--- config.mk ---
export PLATFORM = sky130hd
export DESIGN_NAME = ascii_slider_frame_encoder_unit_flat
export DESIGN_NICKNAME = d
export VERILOG_FILES = /design/src/sv/asfe_pkg.sv /design/src/sv/asfe_if.sv /design/src/sv/ascii_slider_frame_encoder_unit.sv /design/src/sv/asfe_front.sv /design/src/sv/asfe_queue.sv /design/src/sv/asfe_back.sv /design/src/flat_wrapper.sv
export SDC_FILE = /design/constraint.sdc
export NUM_CORES = 1
export LEC_CHECK = 0
export BUFFER_PORTS_ARGS = -buffer_cell sky130_fd_sc_hd__buf_4
export CAP_MARGIN = 20
export CORE_MARGIN = 4
export CORE_UTILIZATION = 62
export CTS_CLUSTER_SIZE = 25
export DETAILED_ROUTE_END_ITERATION = 12
export PLACE_DENSITY = 0.8
export SYNTH_ARGS = -nofsm -noshare
export SYNTH_HDL_FRONTEND = slang
export SYNTH_SLANG_ARGS = --single-unit
export TNS_END_PERCENT = 100
--- constraint.sdc ---
create_clock -name clk -period 4.75 [get_ports clk]
set_input_delay 0.7125 -clock clk [delete_from_list [all_inputs] [get_ports clk]]
set_output_delay 0.7125 -clock clk [all_outputs]
set_load 0.005 [all_outputs]
--- src/sv/asfe_pkg.sv ---
// asfe_pkg: shared widths, character codes and the queue entry type
// for the slider frame encoder; no dependencies
package asfe_pkg;

  localparam int TGT_W     = 8;
  localparam int VAL_W     = 32;
  localparam int LIMIT_W   = 6;
  localparam logic [LIMIT_W-1:0] LIMIT_RESET = 6'd32;

  localparam int MAX_FRAME   = 15;
  localparam int MAX_DIGITS  = 12;
  localparam int DIG_BITS    = MAX_DIGITS * 4;
  localparam int DIG_PTR_W   = 4;
  localparam int LEN_W       = 5;
  localparam int QUEUE_DEPTH = 2;

  localparam logic [7:0] CH_LBRACK = 8'h5B;
  localparam logic [7:0] CH_RBRACK = 8'h5D;
  localparam logic [7:0] CH_S      = 8'h73;
  localparam logic [7:0] CH_COMMA  = 8'h2C;
  localparam logic [7:0] CH_DOT    = 8'h2E;
  localparam logic [7:0] CH_MINUS  = 8'h2D;
  localparam logic [7:0] CH_ZERO   = 8'h30;
  localparam logic [7:0] CH_NULL   = 8'h00;
  localparam logic [7:0] TGT_R     = 8'h52;
  localparam logic [7:0] TGT_P     = 8'h50;
  localparam logic [7:0] TGT_N     = 8'h4E;

  typedef struct packed {
    logic                 err;
    logic                 neg;
    logic [TGT_W-1:0]     target;
    logic [DIG_PTR_W-1:0] nint;
    logic [DIG_BITS-1:0]  digits;
  } asfe_entry_t;

endpackage

--- src/sv/asfe_if.sv ---
// asfe_if: valid/ready channel interfaces for input, result and config beats
// depends on asfe_pkg
interface asfe_in_if import asfe_pkg::*; ();
  logic                    valid;
  logic                    ready;
  logic [TGT_W-1:0]        target_code;
  logic signed [VAL_W-1:0] value_fixed;
  modport source (output valid, target_code, value_fixed, input ready);
  modport sink (input valid, target_code, value_fixed, output ready);
endinterface

interface asfe_out_if ();
  logic       valid;
  logic       ready;
  logic [7:0] frame_byte;
  logic       last_byte;
  logic       frame_error;
  modport source (output valid, frame_byte, last_byte, frame_error, input ready);
  modport sink (input valid, frame_byte, last_byte, frame_error, output ready);
endinterface

interface asfe_cfg_if import asfe_pkg::*; ();
  logic               valid;
  logic               ready;
  logic [LIMIT_W-1:0] frame_limit;
  modport source (output valid, frame_limit, input ready);
  modport sink (input valid, frame_limit, output ready);
endinterface

--- src/sv/ascii_slider_frame_encoder_unit.sv ---
// ascii_slider_frame_encoder_unit: top level, frame_limit register and the
// front / queue / back chain; depends on asfe_pkg, asfe_if and submodules
// the front holds one further input beat in its buffer while it converts
// the previous one, so input and conversion overlap
// reset: synchronous active-low, clears all control state, frame_limit to 32
module ascii_slider_frame_encoder_unit import asfe_pkg::*; #(
  parameter int FRAC_BITS = 16
) (
  input  logic       clk,
  input  logic       rst_n,
  asfe_in_if.sink    in_if,
  asfe_out_if.source out_if,
  asfe_cfg_if.sink   cfg_if
);

  logic [LIMIT_W-1:0] limit_r;
  logic               push_valid;
  logic               push_ready;
  asfe_entry_t        push_entry;
  logic               q_valid;
  logic               q_pop;
  asfe_entry_t        q_entry;

  assign cfg_if.ready = 1'b1;

  always_ff @(posedge clk) begin
    if (!rst_n) begin
      limit_r <= LIMIT_RESET;
    end else if (cfg_if.valid && cfg_if.ready) begin
      limit_r <= cfg_if.frame_limit;
    end
  end

  asfe_front #(.FRAC_BITS(FRAC_BITS)) u_front (
    .clk         (clk),
    .rst_n       (rst_n),
    .in_if       (in_if),
    .frame_limit (limit_r),
    .push_valid  (push_valid),
    .push_ready  (push_ready),
    .push_entry  (push_entry)
  );

  asfe_queue u_queue (
    .clk      (clk),
    .rst_n    (rst_n),
    .wr_valid (push_valid),
    .wr_ready (push_ready),
    .wr_entry (push_entry),
    .rd_valid (q_valid),
    .rd_ready (q_pop),
    .rd_entry (q_entry)
  );

  asfe_back u_back (
    .clk     (clk),
    .rst_n   (rst_n),
    .q_valid (q_valid),
    .q_pop   (q_pop),
    .q_entry (q_entry),
    .out_if  (out_if)
  );

endmodule

--- src/sv/asfe_front.sv ---
// asfe_front: input buffer, target check, rounding to hundredths and
// two-bit-per-cycle binary to bcd conversion; depends on asfe_pkg, asfe_if
module asfe_front import asfe_pkg::*; #(
  parameter int FRAC_BITS = 16
) (
  input  logic               clk,
  input  logic               rst_n,
  asfe_in_if.sink            in_if,
  input  logic [LIMIT_W-1:0] frame_limit,
  output logic               push_valid,
  input  logic               push_ready,
  output asfe_entry_t        push_entry
);

  localparam int PROD_W = 38;
  localparam int SW     = PROD_W - FRAC_BITS;
  localparam int SWE    = ((SW + 1) / 2) * 2;
  localparam int ND     = (SW * 30103) / 100000 + 1;
  localparam int STEPS  = SWE / 2;
  localparam int CNT_W  = $clog2(STEPS + 1);
  localparam logic [PROD_W-1:0] HALF =
    (FRAC_BITS > 0) ? (PROD_W'(1) << ((FRAC_BITS > 0) ? FRAC_BITS - 1 : 0)) : '0;

  typedef enum logic [1:0] {F_IDLE, F_MUL, F_CONV, F_FIN} fstate_t;

  fstate_t            state_r;
  logic               hold_vld_r;
  logic [TGT_W-1:0]   hold_tgt_r;
  logic [VAL_W-1:0]   hold_val_r;
  logic [TGT_W-1:0]   tgt_r;
  logic               neg_r;
  logic               err_r;
  logic [VAL_W-1:0]   mag_r;
  logic [SWE-1:0]     scaled_r;
  logic [ND*4-1:0]    bcd_r;
  logic [CNT_W-1:0]   cnt_r;

  logic               take;
  logic               tgt_ok;
  logic [PROD_W-1:0]  prod;
  logic [ND*4-1:0]    bcd_nxt;
  logic [DIG_PTR_W-1:0] nint_w;
  logic [LEN_W-1:0]   len_w;

  assign take        = (state_r == F_IDLE) && hold_vld_r;
  assign in_if.ready = !hold_vld_r || take;
  assign tgt_ok      = (hold_tgt_r == TGT_R) || (hold_tgt_r == TGT_P) || (hold_tgt_r == TGT_N);
  assign prod        = (PROD_W'(mag_r) << 6) + (PROD_W'(mag_r) << 5)
                     + (PROD_W'(mag_r) << 2) + HALF;

  // double dabble, two bits per cycle
  always_comb begin
    bcd_nxt = bcd_r;
    for (int s = 0; s < 2; s++) begin
      for (int d = 0; d < ND; d++) begin
        if (bcd_nxt[d*4 +: 4] >= 4'd5) bcd_nxt[d*4 +: 4] = bcd_nxt[d*4 +: 4] + 4'd3;
      end
      bcd_nxt = {bcd_nxt[ND*4-2:0], scaled_r[SWE-1-s]};
    end
  end

  // integer digit count, at least one
  always_comb begin
    nint_w = DIG_PTR_W'(1);
    for (int i = 2; i < ND; i++) begin
      if (bcd_r[i*4 +: 4] != 4'd0) nint_w = DIG_PTR_W'(i - 1);
    end
  end

  assign len_w = LEN_W'(9) + LEN_W'(neg_r) + LEN_W'(nint_w);

  assign push_valid        = (state_r == F_FIN);
  assign push_entry.err    = err_r || ((LIMIT_W + 1)'(len_w) > (LIMIT_W + 1)'(frame_limit))
                           || (len_w > LEN_W'(MAX_FRAME));
  assign push_entry.neg    = neg_r;
  assign push_entry.target = tgt_r;
  assign push_entry.nint   = nint_w;
  assign push_entry.digits = DIG_BITS'(bcd_r);

  always_ff @(posedge clk) begin
    if (!rst_n) begin
      state_r    <= F_IDLE;
      hold_vld_r <= 1'b0;
    end else begin
      if (in_if.valid && in_if.ready) begin
        hold_vld_r <= 1'b1;
        hold_tgt_r <= in_if.target_code;
        hold_val_r <= in_if.value_fixed;
      end else if (take) begin
        hold_vld_r <= 1'b0;
      end
      case (state_r)
        F_IDLE: begin
          if (take) begin
            tgt_r   <= hold_tgt_r;
            neg_r   <= hold_val_r[VAL_W-1];
            mag_r   <= hold_val_r[VAL_W-1] ? (~hold_val_r + VAL_W'(1)) : hold_val_r;
            err_r   <= !tgt_ok;
            state_r <= tgt_ok ? F_MUL : F_FIN;
          end
        end
        F_MUL: begin
          scaled_r <= SWE'(prod >> FRAC_BITS);
          bcd_r    <= '0;
          cnt_r    <= '0;
          state_r  <= F_CONV;
        end
        F_CONV: begin
          bcd_r    <= bcd_nxt;
          scaled_r <= scaled_r << 2;
          cnt_r    <= cnt_r + CNT_W'(1);
          if (cnt_r == CNT_W'(STEPS - 1)) state_r <= F_FIN;
        end
        F_FIN: begin
          if (push_ready) state_r <= F_IDLE;
        end
        default: state_r <= F_IDLE;
      endcase
    end
  end

endmodule

--- src/sv/asfe_queue.sv ---
// asfe_queue: short register queue of frame entries between front and back
// depends on asfe_pkg
module asfe_queue import asfe_pkg::*; (
  input  logic        clk,
  input  logic        rst_n,
  input  logic        wr_valid,
  output logic        wr_ready,
  input  asfe_entry_t wr_entry,
  output logic        rd_valid,
  input  logic        rd_ready,
  output asfe_entry_t rd_entry
);

  localparam int PTR_W = (QUEUE_DEPTH > 1) ? $clog2(QUEUE_DEPTH) : 1;
  localparam int CNT_W = $clog2(QUEUE_DEPTH + 1);

  asfe_entry_t      mem [QUEUE_DEPTH];
  logic [PTR_W-1:0] wr_ptr_r;
  logic [PTR_W-1:0] rd_ptr_r;
  logic [CNT_W-1:0] count_r;
  logic             do_wr;
  logic             do_rd;

  assign wr_ready = (count_r != CNT_W'(QUEUE_DEPTH));
  assign rd_valid = (count_r != '0);
  assign rd_entry = mem[rd_ptr_r];
  assign do_wr    = wr_valid && wr_ready;
  assign do_rd    = rd_valid && rd_ready;

  always_ff @(posedge clk) begin
    if (do_wr) mem[wr_ptr_r] <= wr_entry;
  end

  always_ff @(posedge clk) begin
    if (!rst_n) begin
      wr_ptr_r <= '0;
      rd_ptr_r <= '0;
      count_r  <= '0;
    end else begin
      if (do_wr) begin
        wr_ptr_r <= (wr_ptr_r == PTR_W'(QUEUE_DEPTH - 1)) ? '0 : wr_ptr_r + PTR_W'(1);
      end
      if (do_rd) begin
        rd_ptr_r <= (rd_ptr_r == PTR_W'(QUEUE_DEPTH - 1)) ? '0 : rd_ptr_r + PTR_W'(1);
      end
      if (do_wr && !do_rd) count_r <= count_r + CNT_W'(1);
      else if (do_rd && !do_wr) count_r <= count_r - CNT_W'(1);
    end
  end

endmodule

--- src/sv/asfe_back.sv ---
// asfe_back: byte sequencer that turns a queued entry into frame beats
// behind an output register; depends on asfe_pkg, asfe_if
module asfe_back import asfe_pkg::*; (
  input  logic        clk,
  input  logic        rst_n,
  input  logic        q_valid,
  output logic        q_pop,
  input  asfe_entry_t q_entry,
  asfe_out_if.source  out_if
);

  typedef enum logic [3:0] {
    B_IDLE, B_HDR, B_SIGN, B_INT, B_DOT, B_F1, B_F0, B_END, B_ERR
  } bstate_t;

  bstate_t              state_r;
  asfe_entry_t          cur_r;
  logic [2:0]           hdr_cnt_r;
  logic [DIG_PTR_W-1:0] dig_ptr_r;
  logic                 out_vld_r;
  logic [7:0]           byte_r;
  logic                 last_r;
  logic                 err_r;

  logic                 slot_free;
  logic                 emit;
  logic [7:0]           hdr_byte;
  logic [7:0]           int_byte;
  logic [7:0]           f1_byte;
  logic [7:0]           f0_byte;

  assign slot_free = !out_vld_r || out_if.ready;
  assign emit      = slot_free && (state_r inside {[B_HDR:B_ERR]});
  assign q_pop     = (state_r == B_IDLE) && q_valid;

  assign int_byte = CH_ZERO + {4'd0, cur_r.digits[dig_ptr_r*4 +: 4]};
  assign f1_byte  = CH_ZERO + {4'd0, cur_r.digits[7:4]};
  assign f0_byte  = CH_ZERO + {4'd0, cur_r.digits[3:0]};

  always_comb begin
    case (hdr_cnt_r)
      3'd0:    hdr_byte = CH_LBRACK;
      3'd1:    hdr_byte = CH_S;
      3'd2:    hdr_byte = CH_COMMA;
      3'd3:    hdr_byte = cur_r.target;
      default: hdr_byte = CH_COMMA;
    endcase
  end

  assign out_if.valid       = out_vld_r;
  assign out_if.frame_byte  = byte_r;
  assign out_if.last_byte   = last_r;
  assign out_if.frame_error = err_r;

  always_ff @(posedge clk) begin
    if (!rst_n) begin
      state_r   <= B_IDLE;
      out_vld_r <= 1'b0;
    end else begin
      if (out_vld_r && out_if.ready && !emit) out_vld_r <= 1'b0;
      case (state_r)
        B_IDLE: begin
          if (q_valid) begin
            cur_r     <= q_entry;
            hdr_cnt_r <= '0;
            state_r   <= q_entry.err ? B_ERR : B_HDR;
          end
        end
        B_HDR: begin
          if (slot_free) begin
            out_vld_r <= 1'b1;
            byte_r    <= hdr_byte;
            last_r    <= 1'b0;
            err_r     <= 1'b0;
            hdr_cnt_r <= hdr_cnt_r + 3'd1;
            if (hdr_cnt_r == 3'd4) begin
              dig_ptr_r <= cur_r.nint + DIG_PTR_W'(1);
              state_r   <= cur_r.neg ? B_SIGN : B_INT;
            end
          end
        end
        B_SIGN: begin
          if (slot_free) begin
            out_vld_r <= 1'b1;
            byte_r    <= CH_MINUS;
            last_r    <= 1'b0;
            err_r     <= 1'b0;
            state_r   <= B_INT;
          end
        end
        B_INT: begin
          if (slot_free) begin
            out_vld_r <= 1'b1;
            byte_r    <= int_byte;
            last_r    <= 1'b0;
            err_r     <= 1'b0;
            dig_ptr_r <= dig_ptr_r - DIG_PTR_W'(1);
            if (dig_ptr_r == DIG_PTR_W'(2)) state_r <= B_DOT;
          end
        end
        B_DOT: begin
          if (slot_free) begin
            out_vld_r <= 1'b1;
            byte_r    <= CH_DOT;
            last_r    <= 1'b0;
            err_r     <= 1'b0;
            state_r   <= B_F1;
          end
        end
        B_F1: begin
          if (slot_free) begin
            out_vld_r <= 1'b1;
            byte_r    <= f1_byte;
            last_r    <= 1'b0;
            err_r     <= 1'b0;
            state_r   <= B_F0;
          end
        end
        B_F0: begin
          if (slot_free) begin
            out_vld_r <= 1'b1;
            byte_r    <= f0_byte;
            last_r    <= 1'b0;
            err_r     <= 1'b0;
            state_r   <= B_END;
          end
        end
        B_END: begin
          if (slot_free) begin
            out_vld_r <= 1'b1;
            byte_r    <= CH_RBRACK;
            last_r    <= 1'b1;
            err_r     <= 1'b0;
            state_r   <= B_IDLE;
          end
        end
        B_ERR: begin
          if (slot_free) begin
            out_vld_r <= 1'b1;
            byte_r    <= CH_NULL;
            last_r    <= 1'b1;
            err_r     <= 1'b1;
            state_r   <= B_IDLE;
          end
        end
        default: state_r <= B_IDLE;
      endcase
    end
  end

endmodule
--- src/flat_wrapper.sv ---
// flat-port wrapper written by rule: the top's interface ports become plain ports
module ascii_slider_frame_encoder_unit_flat import asfe_pkg::*;
#(
  parameter int FRAC_BITS = 16
)
  (clk, rst_n, in_if_valid, in_if_target_code, in_if_value_fixed, in_if_ready, out_if_valid, out_if_frame_byte, out_if_last_byte, out_if_frame_error, out_if_ready, cfg_if_valid, cfg_if_frame_limit, cfg_if_ready);
  asfe_in_if in_if_i ();
  asfe_out_if out_if_i ();
  asfe_cfg_if cfg_if_i ();
  input  logic clk;
  input  logic rst_n;
  input wire logic [$bits(in_if_i.valid)-1:0] in_if_valid;
  input wire logic [$bits(in_if_i.target_code)-1:0] in_if_target_code;
  input wire logic [$bits(in_if_i.value_fixed)-1:0] in_if_value_fixed;
  output wire logic [$bits(in_if_i.ready)-1:0] in_if_ready;
  output wire logic [$bits(out_if_i.valid)-1:0] out_if_valid;
  output wire logic [$bits(out_if_i.frame_byte)-1:0] out_if_frame_byte;
  output wire logic [$bits(out_if_i.last_byte)-1:0] out_if_last_byte;
  output wire logic [$bits(out_if_i.frame_error)-1:0] out_if_frame_error;
  input wire logic [$bits(out_if_i.ready)-1:0] out_if_ready;
  input wire logic [$bits(cfg_if_i.valid)-1:0] cfg_if_valid;
  input wire logic [$bits(cfg_if_i.frame_limit)-1:0] cfg_if_frame_limit;
  output wire logic [$bits(cfg_if_i.ready)-1:0] cfg_if_ready;
  assign in_if_i.valid = in_if_valid;
  assign in_if_i.target_code = in_if_target_code;
  assign in_if_i.value_fixed = in_if_value_fixed;
  assign in_if_ready = in_if_i.ready;
  assign out_if_valid = out_if_i.valid;
  assign out_if_frame_byte = out_if_i.frame_byte;
  assign out_if_last_byte = out_if_i.last_byte;
  assign out_if_frame_error = out_if_i.frame_error;
  assign out_if_i.ready = out_if_ready;
  assign cfg_if_i.valid = cfg_if_valid;
  assign cfg_if_i.frame_limit = cfg_if_frame_limit;
  assign cfg_if_ready = cfg_if_i.ready;
  ascii_slider_frame_encoder_unit #(.FRAC_BITS(FRAC_BITS)) u_core (.clk(clk), .rst_n(rst_n), .in_if(in_if_i), .out_if(out_if_i), .cfg_if(cfg_if_i));
endmodule
==> results.toml, run 1 <==
[drt]
dr.first_iter.drc_count = 517
drc = 0
routedWlPerCell_um = 15.9
via_per_inst = 5.65
wirelength_um = 27500
vias = 9784
drt_pre_antenna_iters = 6
drtAntennaViolNets = 0

[critical_path]
critPathRequiredTime_ps = 5060
startpoint_type = "register"
reg2reg_from = "u_core.u_front.mag_r[8]"
path_max_fanout = 6
critPathKind = "register to register"
r2r_cells = 12
r2r_setup_slack_ps = 850
r2r-end = "u_core.u_front.scaled_r[18]"
crit_arrival_ps = 4220
critPathCaptureType = "register"

[synthesis]
yosysMostFrequentCell = "edfxtp_1"
yosys-top-cells-area = "edfxtp_1, ha_1, fa_1"
ys_seq_area_frac = 0.546
syn-instance-count = 1311
synth_top_area_cell = "edfxtp_1"
syn_area_per_cell_um2 = 12.1
async_reset_ff_frac = 0
ys.flop_type = "edfxtp_1"
ys_seq_elements = 294
yosys.area.top_type_share = 0.522
ys_top_cells_by_count = "edfxtp_1, inv_1, ha_1, a21oi_1, nor2_1"
yosysWarnings = 0
synth-edff-count = 275
netlist-cell-type-count = 65
syn_area_mm2 = 0.0158

[sta]
tightest_slew_ps = 1020
fmax_mhz = 256
final-setup-viol-count = 0
final_hold_viol_count = 0
rsz0062_at_grt = "no"
finalCriticalPeriod_ps = 3900
clock-skew-final_ps = 24.0
tns_ps = 0
fin_crit_sh = 0.822
slew_headroom = 0.318
slew_violations = 0

[min_path]
min_from = "in_if_target_code[0]"
holdPathStages = 1
hold_end = "u_core.u_front.hold_tgt_r[0]"
hp-class = "primary input to register"

[final_layout]
fillers = 1763
area_delta_synth_final_pct = 11.5
final_util = 0.703
layout.nets = 1570
antennaDiodeCount = 0
drive_gt1_frac = 0.128

[floorplanning]
core_mm2 = 0.0251
rows = 58
die_h_um = 168
io_pins = 64
die_area_mm2 = 0.0281
dieWidth_um = 168
start_util = 0.630

[grt]
grt_start_max_net_pins = 43
grt-ovfl-total = 0
grt_first_pass_wirelength_um = 47000
first_global_vias = 9898
grt_antenna_before_repair = 0
grt_usage = 0.199

[power]
leakage_nw = 6.84
clkPwrFrac = 0.242
p_int_w = 0.00630
switchingPower_w = 0.00316
ir_drop_mv = 0.346
powerDensity_mw_per_mm2 = 536
p_seq_frac = 0.409
switching_share = 0.334
power_frac_comb = 0.349

[place]
port-buffer-count = 62
globalplace.congestion = 0.868
dp_hpwl_um = 19500

[clocking]
h-tree-depth = 1
clk_pin_slew_ps = 60
cts_root_buffer = "clkbuf_16"
cts_tree = "yes"
postCtsHoldBufs = 0
post_cts_buffers = 0
cts_resized = 0
cts_buffers = 30
cts.sinks = 294
insertion_delay_ps = 570
clock_path_buffers = 3

[run]
cap_violations = 0

[outcome]
outcome = "finished clean"
## metrics by stage
step	hold slack [ps]	setup WS, ps	power (W)	cells	area, µm²
4_1_cts	295	949	0.00948	1730	17600
5_1_grt	292	740	0.0101	1732	17600
3_5_place_dp	432	1010	0.00714	1674	16600
2_1_floorplan	418	1430	0.00637	1312	15800
3_3_place_gp	425	1080	0.00699	1674	16600
6_report	316	848	0.00946	1732	17600
## state kept, by name (all words and copies together), names as in the netlist, named ones only
register	flops
u_core.u_back.dig_ptr_r	4
u_core.u_front.bcd_r	28
u_core.limit_r	6
u_core.u_back.state_r	4
u_core.u_back.out_if.valid	1
u_core.u_back.out_if.frame_error	1
u_core.u_queue.mem	82
u_core.u_front.err_r	1
u_core.u_front.hold_tgt_r	8
u_core.u_front.hold_vld_r	1
u_core.u_back.cur_r	40
u_core.u_front.mag_r	32
u_core.u_front.hold_val_r	32
u_core.u_back.hdr_cnt_r	3
u_core.u_front.scaled_r	22
u_core.u_back.out_if.frame_byte	8
u_core.u_front.cnt_r	4
u_core.u_queue.rd_ptr_r	1
u_core.u_front.state_r	2
u_core.u_front.tgt_r	8
u_core.u_queue.wr_ptr_r	1
u_core.u_front.neg_r	1
u_core.u_back.out_if.last_byte	1
u_core.u_queue.count_r	2
## power by group through the flow
stage	logic (W)	clock network [W]	registers [W]
6_report	0.00330	0.00229	0.00387
5_1_grt	0.00376	0.00246	0.00392
4_1_cts	0.00328	0.00233	0.00387
3_5_place_dp	0.00322	0	0.00391
3_3_place_gp	0.00310	0	0.00389
2_1_floorplan	0.00258	0	0.00379
## kinds of logic after synthesis
family,after synthesis,synth area share
muxes,72,0.0524
xor gates and xnor gates,71,0.0393
adders and majority gates,141,0.125
AOI/OAI and AO/OA,250,0.0946
DFF,294,0.546
and+or+nand+nor,315,0.102
other,1,0.000237
buffers and inverters,167,0.0406
## worst max-delay path, stage by stage (launching register included)
cell and delay [ps]:
edfxtp_1 320, inv_1 100, fa_1 420, inv_1 100, fa_1 450, ha_1 400, nand4_1 180, nor4b_1 530
o21ai_0 300, a21oi_1 280, o21ai_0 140, a21o_1 210, a31o_2 230
## layer usage
metal	routed length (µm)	GRT usage	share of wire	vias up
li1	-	-	-	4839
met1	11400	0.250	0.41	4679
met2	14300	0.365	0.52	207
met3	1140	0.0250	0.042	59
met4	742	0.0526	0.027	0
met5	0	0	0	-
## layout by cell type, fill, tap and decap left out, types with 5 or more instances in the layout
cell type and n:
mux2i_1 21, xnor2_1 59, a31oi_1 6, xor2_1 12, dfxtp_1 19, clkinv_1 8, nor2b_1 17, buf_4 67
a21oi_1 86, o21ai_0 67, or3_1 8, clkbuf_16 30, nor2_1 76, o21ai_1 5, nand4_1 11, a21o_1 15
or4_1 5, nor3_1 15, clkbuf_1 5, and2_1 15, o211ai_1 8, nand2_1 76, nand2b_1 34, edfxtp_1 275
clkinv_2 5, nor3b_1 17, or2_2 5, mux2_2 47, and3_1 12, o21a_1 15, nand3_1 6, a211oi_1 8
inv_1 131, fa_1 28, o31ai_1 13, ha_1 113
## layout make-up
cell class	count	area (µm²)	share of cell area
Timing Repair Buffer	69	558	0.0316
Sequential cell	294	8640	0.490
Clock buffer	35	769	0.0436
Clock inverter	21	211	0.0120
Multi-Input combinational cell	851	6550	0.372
Tap cell	330	413	0.0234
Inverter	132	495	0.0281
## worst max path at each step
stage | start | to | slack, ps | depth (start not counted)
5_1_grt | u_core.u_front.mag_r[8] | u_core.u_front.scaled_r[21] | 740 | 13
4_1_cts | u_core.u_front.mag_r[8] | u_core.u_front.scaled_r[18] | 950 | 12
2_1_floorplan | u_core.u_front.mag_r[8] | u_core.u_front.scaled_r[19] | 1430 | 13
6_report | u_core.u_front.mag_r[8] | u_core.u_front.scaled_r[18] | 850 | 12
3_3_place_gp | u_core.u_front.mag_r[3] | u_core.u_front.scaled_r[18] | 1080 | 13
3_5_place_dp | u_core.u_front.mag_r[3] | u_core.u_front.scaled_r[18] | 1010 | 13
Power figures use the tool's default switching activity.
==> inputs of run 2 (changes only) <==
--- a/config.mk
+++ b/config.mk
@@ -5,13 +5,14 @@
 export SDC_FILE = /design/constraint.sdc
 export NUM_CORES = 1
 export LEC_CHECK = 0
+export ABC_AREA = 1
 export BUFFER_PORTS_ARGS = -buffer_cell sky130_fd_sc_hd__buf_4
 export CAP_MARGIN = 20
 export CORE_MARGIN = 4
-export CORE_UTILIZATION = 62
+export CORE_UTILIZATION = 63
 export CTS_CLUSTER_SIZE = 25
 export DETAILED_ROUTE_END_ITERATION = 12
-export PLACE_DENSITY = 0.8
+export PLACE_DENSITY = 0.81
 export SYNTH_ARGS = -nofsm -noshare
 export SYNTH_HDL_FRONTEND = slang
 export SYNTH_SLANG_ARGS = --single-unit
==> constraint.sdc (replaced) <==
create_clock -name clk -period 3.61 [get_ports clk]
set_input_delay 0.5415 -clock clk [delete_from_list [all_inputs] [get_ports clk]]
set_output_delay 0.5415 -clock clk [all_outputs]
set_load 0.005 [all_outputs]
==> run 2 against run 1 <==
Effect of this change:
- sequential power increased by 32%
- global-route usage increased by 3.7 points
- utilization increased by 1.1 points
- maximum frequency increased by 22%
- power increased by 40%
- count of clock-buffer cells in the layout increased by 1
- final cell count increased by 24%
- via count increased by 22%
- die area increased by 3.3%
- non-clock buffer count increased by 4
- clock skew decreased by 15 ps
- largest cell class unchanged
- highest routed layer unchanged
==> results.toml, run 2 <==
[outcome]
outcome = "finished clean"

[synthesis]
yosysMostFrequentCell = "nand2_1"
yosysWarnings = 0
ys_seq_area_frac = 0.520
ys_top_cells_by_count = "nand2_1, inv_1, edfxtp_1, nor2_1, ha_1"
syn_area_per_cell_um2 = 9.72
ys_seq_elements = 294
syn-instance-count = 1710
netlist-cell-type-count = 50
synth_top_area_cell = "edfxtp_1"
async_reset_ff_frac = 0
yosys.area.top_type_share = 0.497
syn_area_mm2 = 0.0166
synth-edff-count = 275
yosys-top-cells-area = "edfxtp_1, ha_1, nand2_1"
ys.flop_type = "edfxtp_1"

[power]
switching_share = 0.373
powerDensity_mw_per_mm2 = 712
power_w = 0.0132
p_int_w = 0.00828
p_seq_frac = 0.387
leakage_nw = 8.04
switchingPower_w = 0.00492
clkPwrFrac = 0.233
power_frac_comb = 0.381
ir_drop_mv = 0.663

[place]
dpl_cell_area_mm2 = 0.0176
pre_cts_slack_ps = 443
globalplace.congestion = 0.886
dp_hpwl_um = 25300
port-buffer-count = 62

[min_path]
hp-class = "primary input to register"

[grt]
grt_first_pass_wirelength_um = 56100
grt_antenna_before_repair = 0
grt_usage = 0.236
grt_start_max_net_pins = 50
first_global_vias = 12000
grt-ovfl-total = 0

[run]
cap_violations = 0

[sta]
final_hold_viol_count = 0
timing.final.ws_setup_ps = 414
clock-skew-final_ps = 9.37
rsz0062_at_grt = "no"
tns_ps = 0
slew_headroom = 0.387
fmax_mhz = 313
fin_crit_sh = 0.885
slew_violations = 0
finalCriticalPeriod_ps = 3200
final-setup-viol-count = 0
tightest_slew_ps = 914

[drt]
wirelength_um = 34500
via_per_inst = 5.56
vias = 12000
drc = 0
routedWlPerCell_um = 16.0
drt_pre_antenna_iters = 6
drtAntennaViolNets = 0
dr.first_iter.drc_count = 858

[clocking]
clock_path_buffers = 3
cts_tree = "yes"
post_cts_buffers = 0
postCtsHoldBufs = 0
cts_buffers = 30
h-tree-depth = 1
cts.sinks = 294
clk_pin_slew_ps = 60
insertion_delay_ps = 560
cts_root_buffer = "clkbuf_16"
cts_resized = 0

[floorplanning]
dieWidth_um = 170
rows = 59
die_area_mm2 = 0.0290
start_util = 0.640
die_h_um = 170
core_mm2 = 0.0260
io_pins = 64

[final_layout]
reg.largest.list = "u_core.u_queue.mem x82, u_core.u_back.cur_r x40"
largest_register = "u_core.u_queue.mem"
layout.nets = 1985
final_util = 0.714
mostFrequentLayoutCells = "nand2_1, inv_1, edfxtp_1, nor2_1, ha_1"
final_cell_area_mm2 = 0.0185
antennaDiodeCount = 0
area_delta_synth_final_pct = 11.6
fillers = 1917
largest_register_ffs = 82
final_common_cell = "nand2_1"
drive_gt1_frac = 0.102

[critical_path]
startpoint_type = "register"
critPathKind = "register to register"
critPathRequiredTime_ps = 3910
cp_slowest_stage_delay_ps = 510
critPathCaptureType = "register"
cpMostUsedCell = "nand2_1"
crit_arrival_ps = 3500
critical_path.cell_chain = "inv_1 -> fa_1 -> inv_1 -> ha_1 -> ha_1 -> nand2_1 -> nor2_1 -> inv_1 -> nor3_1 -> nand2_1 -> nand2_1 -> nand2_1 -> nand2_1 -> nand2_1 -> nand3_1 -> nand2_1"
path_max_fanout = 4
slowest_stage = "fa_1"
run 2: changes by cell type after synthesis, sizes merged, moves of 34 or more:
| cell | change |
|---|---|
| nand2b | -34 |
| nand2 | +269 |
| o21ai | +52 |
| nand3 | +74 |
| nor2 | +86 |
| inv | +154 |
| xnor2 | -41 |
run 2: critical path, delay by kind of cell (launching register included):
family / cells / cell delay, ps
flip-flops: 1 / 400
adder cells (fa/ha/maj): 3 / 1190
buffers and inverters: 3 / 230
AND/OR/NAND/NOR: 10 / 1100
run 2: cell families after synthesis:
logic type / share of synthesized area
adder cells (fa/ha/maj): 0.119
multiplexers: 0.0271
XOR/XNOR: 0.0237
AND/OR/NAND/NOR: 0.164
flip-flops: 0.520
AO/OA/AOI/OAI: 0.0766
buffers and inverters: 0.0703
other: 0.000226
run 2: path summary, 6_finish.rpt:
kind	start	slack [ps]	endpoint	cells after the start
setup / recovery	u_core.u_front.mag_r[13]	410	u_core.u_front.scaled_r[21]	16
hold / removal	in_if_value_fixed[23]	150	u_core.u_front.hold_val_r[23]	1
setup reg to reg	u_core.u_front.mag_r[13]	410	u_core.u_front.scaled_r[21]	16
hold reg to reg	u_core.u_front.tgt_r[5]	440	u_core.u_queue.mem[0][37]	0
run 2: layer usage:
metal / vias up / global-route usage / wire (µm)
met5: - / 0 / 0
met4: 0 / 0.0826 / 1170
met3: 92 / 0.0286 / 1480
met2: 336 / 0.448 / 18500
met1: 5655 / 0.274 / 13300
li1: 5867 / - / -
run 2: final cells by class:
cell class	instances	area (µm²)	area share
multi-input combinational	1107	6860	0.370
clock buffer	36	773	0.0417
tap	335	419	0.0226
sequential	294	8640	0.466
timing repair buffer	73	561	0.0302
clock inverter	19	211	0.0114
inverter	287	1080	0.0581
run 2: power groups by stage:
stage / Clock (W) / Combinational (W) / Sequential [W]
floorplan: 0 / 0.00370 / 0.00503
global placement: 0 / 0.00473 / 0.00511
finish: 0.00307 / 0.00503 / 0.00510
detailed placement: 0 / 0.00495 / 0.00516
global route: 0.00326 / 0.00574 / 0.00516
CTS: 0.00311 / 0.00503 / 0.00510
run 2: per-stage QoR:
| step | cells | hold WS, ps |
|---|---|---|
| global placement | 2096 | 425 |
| finish | 2151 | 150 |
| floorplan | 1711 | 421 |
| detailed placement | 2096 | 436 |
| CTS | 2151 | 132 |
| global route | 2151 | 131 |
==> inputs of run 3 (changes only) <==
--- a/config.mk
+++ b/config.mk
@@ -8,11 +8,12 @@
 export ABC_AREA = 1
 export BUFFER_PORTS_ARGS = -buffer_cell sky130_fd_sc_hd__buf_4
 export CAP_MARGIN = 20
-export CORE_MARGIN = 4
+export CORE_MARGIN = 1.5
 export CORE_UTILIZATION = 63
 export CTS_CLUSTER_SIZE = 25
 export DETAILED_ROUTE_END_ITERATION = 12
 export PLACE_DENSITY = 0.81
+export REMOVE_ABC_BUFFERS = 1
 export SYNTH_ARGS = -nofsm -noshare
 export SYNTH_HDL_FRONTEND = slang
 export SYNTH_SLANG_ARGS = --single-unit
==> run 3 against run 2 <==
Effect of this change:
- via count decreased by 0.69%
- maximum frequency is 0.36% higher
- cell area fell by 0.15%
- non-clock buffer count is 1 higher
- global-route usage is 2.2 points higher
- largest power group unchanged
- worst setup slack improved by 11 ps
- sequential power about the same
- final cell count is essentially flat
==> results.toml, run 3 (same netlist as run 2, synthesis figures left out) <==
[final_layout]
antennaDiodeCount = 0
final_cell_area_mm2 = 0.0185
largest_register_ffs = 82
area_delta_synth_final_pct = 11.4
final_common_cell = "nand2_1"
fillers = 1864
largest_register = "u_core.u_queue.mem"
layout.nets = 1986
drive_gt1_frac = 0.105
final_util = 0.713
seqCellArea_mm2 = 0.00864
layout.cells.non_filler = 2153
multiInputGateArea_mm2 = 0.00685
mostFrequentLayoutCells = "nand2_1, inv_1, edfxtp_1, nor2_1, ha_1"
reg.largest.list = "u_core.u_queue.mem x82, u_core.u_back.cur_r x40"

[place]
dp_hpwl_um = 25900
globalplace.congestion = 0.970
port-buffer-count = 62
dpl_cell_area_mm2 = 0.0176
place_inst = 2097

[sta]
final-setup-viol-count = 0
slew_violations = 0
slew_headroom = 0.323
clock-skew-final_ps = 12.2
tightest_slew_ps = 1010
finalCriticalPeriod_ps = 3180
fmax_mhz = 314
rsz0062_at_grt = "no"
whs_ps = 145
final_hold_viol_count = 0
fin_crit_sh = 0.882

[power]
ir_drop_mv = 0.544
leakage_nw = 8.03
power_w = 0.0131
powerDensity_mw_per_mm2 = 709

[floorplanning]
core_mm2 = 0.0260
io_pins = 64
dieWidth_um = 165
die_area_mm2 = 0.0274
start_util = 0.640
die_h_um = 165
rows = 59

[critical_path]
startpoint_type = "register"
critPathKind = "register to register"
path_max_fanout = 7
cp_slowest_stage_delay_ps = 470
crit_arrival_ps = 3500
critPathRequiredTime_ps = 3920
critPathCaptureType = "register"
cpMostUsedCell = "ha_1"
critical_path.cell_chain = "inv_1 -> ha_1 -> inv_1 -> nor2_1 -> nand2_1 -> nand4_1 -> nand2_1 -> nand2_1 -> inv_1 -> ha_1 -> inv_1 -> ha_1 -> ha_1 -> ha_1 -> a21oi_1 -> nor2_1 -> o221ai_1 -> nand2_1"
slowest_stage = "edfxtp_1"

[clocking]
postCtsHoldBufs = 0
cts_root_buffer = "clkbuf_16"
cts_resized = 0
h-tree-depth = 1
clock_path_buffers = 3
post_cts_buffers = 0
insertion_delay_ps = 570
cts_tree = "yes"
clk_pin_slew_ps = 60
cts.sinks = 294
cts_buffers = 30

[drt]
routedWlPerCell_um = 16.2
dr.first_iter.drc_count = 966
wirelength_um = 34800
drt_pre_antenna_iters = 6
drtAntennaViolNets = 0
drc = 0
vias = 11900
via_per_inst = 5.51

[grt]
grt_usage = 0.258
first_global_vias = 11600
grt_antenna_before_repair = 0
grt-ovfl-total = 0
grt_first_pass_wirelength_um = 55400
grt_start_max_net_pins = 50

[outcome]
outcome = "finished clean"

[min_path]
hp-class = "primary input to register"

[run]
cap_violations = 0
[run 3: changes by cell type in the layout (fill, tap and decap cells not counted)]
cell	before	now
bufinv_16	4	1
nor3_4	2	0
nor3_2	2	4
buf_4	72	73
clkinvlp_4	1	2
clkinv_1	11	2
inv_6	0	1
clkinv_2	4	6
clkbuf_1	6	11
clkbuf_8	0	4
[run 3: power by group]
group | internal [W] | total, W | switching, W | leakage, nW
combinational | 0.00176 | 0.00506 | 0.00330 | 4.88
sequential | 0.00471 | 0.00508 | 0.000370 | 2.68
clock | 0.00170 | 0.00299 | 0.00129 | 0.465
[run 3: area by class of cell]
type,instances,area share
clock inverters,11,0.00615
well taps,335,0.0226
flip-flops and latches,294,0.467
clock buffers,45,0.0457
multi-input cells,1107,0.370
inverters,287,0.0582
repair buffers,74,0.0307
[run 3: routing by layer]
metal  part of all wire  GRT usage  vias up
met2               0.54      0.492      344
met5                  0          0        -
met4              0.032     0.0832        0
met1               0.39      0.301     5566
met3              0.040     0.0272       86
li1                   -          -     5872
[run 3: worst max-delay path: cells and delay by family, from the launching register on]
kind | cells | cell delay (ps)
buffers and inverters | 4 | 260
AOI/OAI and AO/OA | 2 | 380
DFF | 1 | 470
adders and majority gates | 5 | 1200
and+or+nand+nor | 7 | 630
[run 3: final timing paths]
check,start,endpoint,slack (ps),cells past startpoint
max,u_core.u_front.bcd_r[12],u_core.u_queue.mem[1][41],430,18
min,in_if_target_code[0],u_core.u_front.hold_tgt_r[0],140,1
max reg2reg,u_core.u_front.bcd_r[12],u_core.u_queue.mem[1][41],430,18
min reg2reg,u_core.u_front.hold_tgt_r[1],u_core.u_front.tgt_r[1],450,0
[run 3: through the flow]
| stage | TNS [ps] | setup slack, ps |
|---|---|---|
| after floorplan | -34360 | -465 |
| after global placement | 0 | 400 |
| after detailed placement | 0 | 382 |
| after CTS | 0 | 371 |
| after global routing | 0 | 102 |
| final | 0 | 425 |
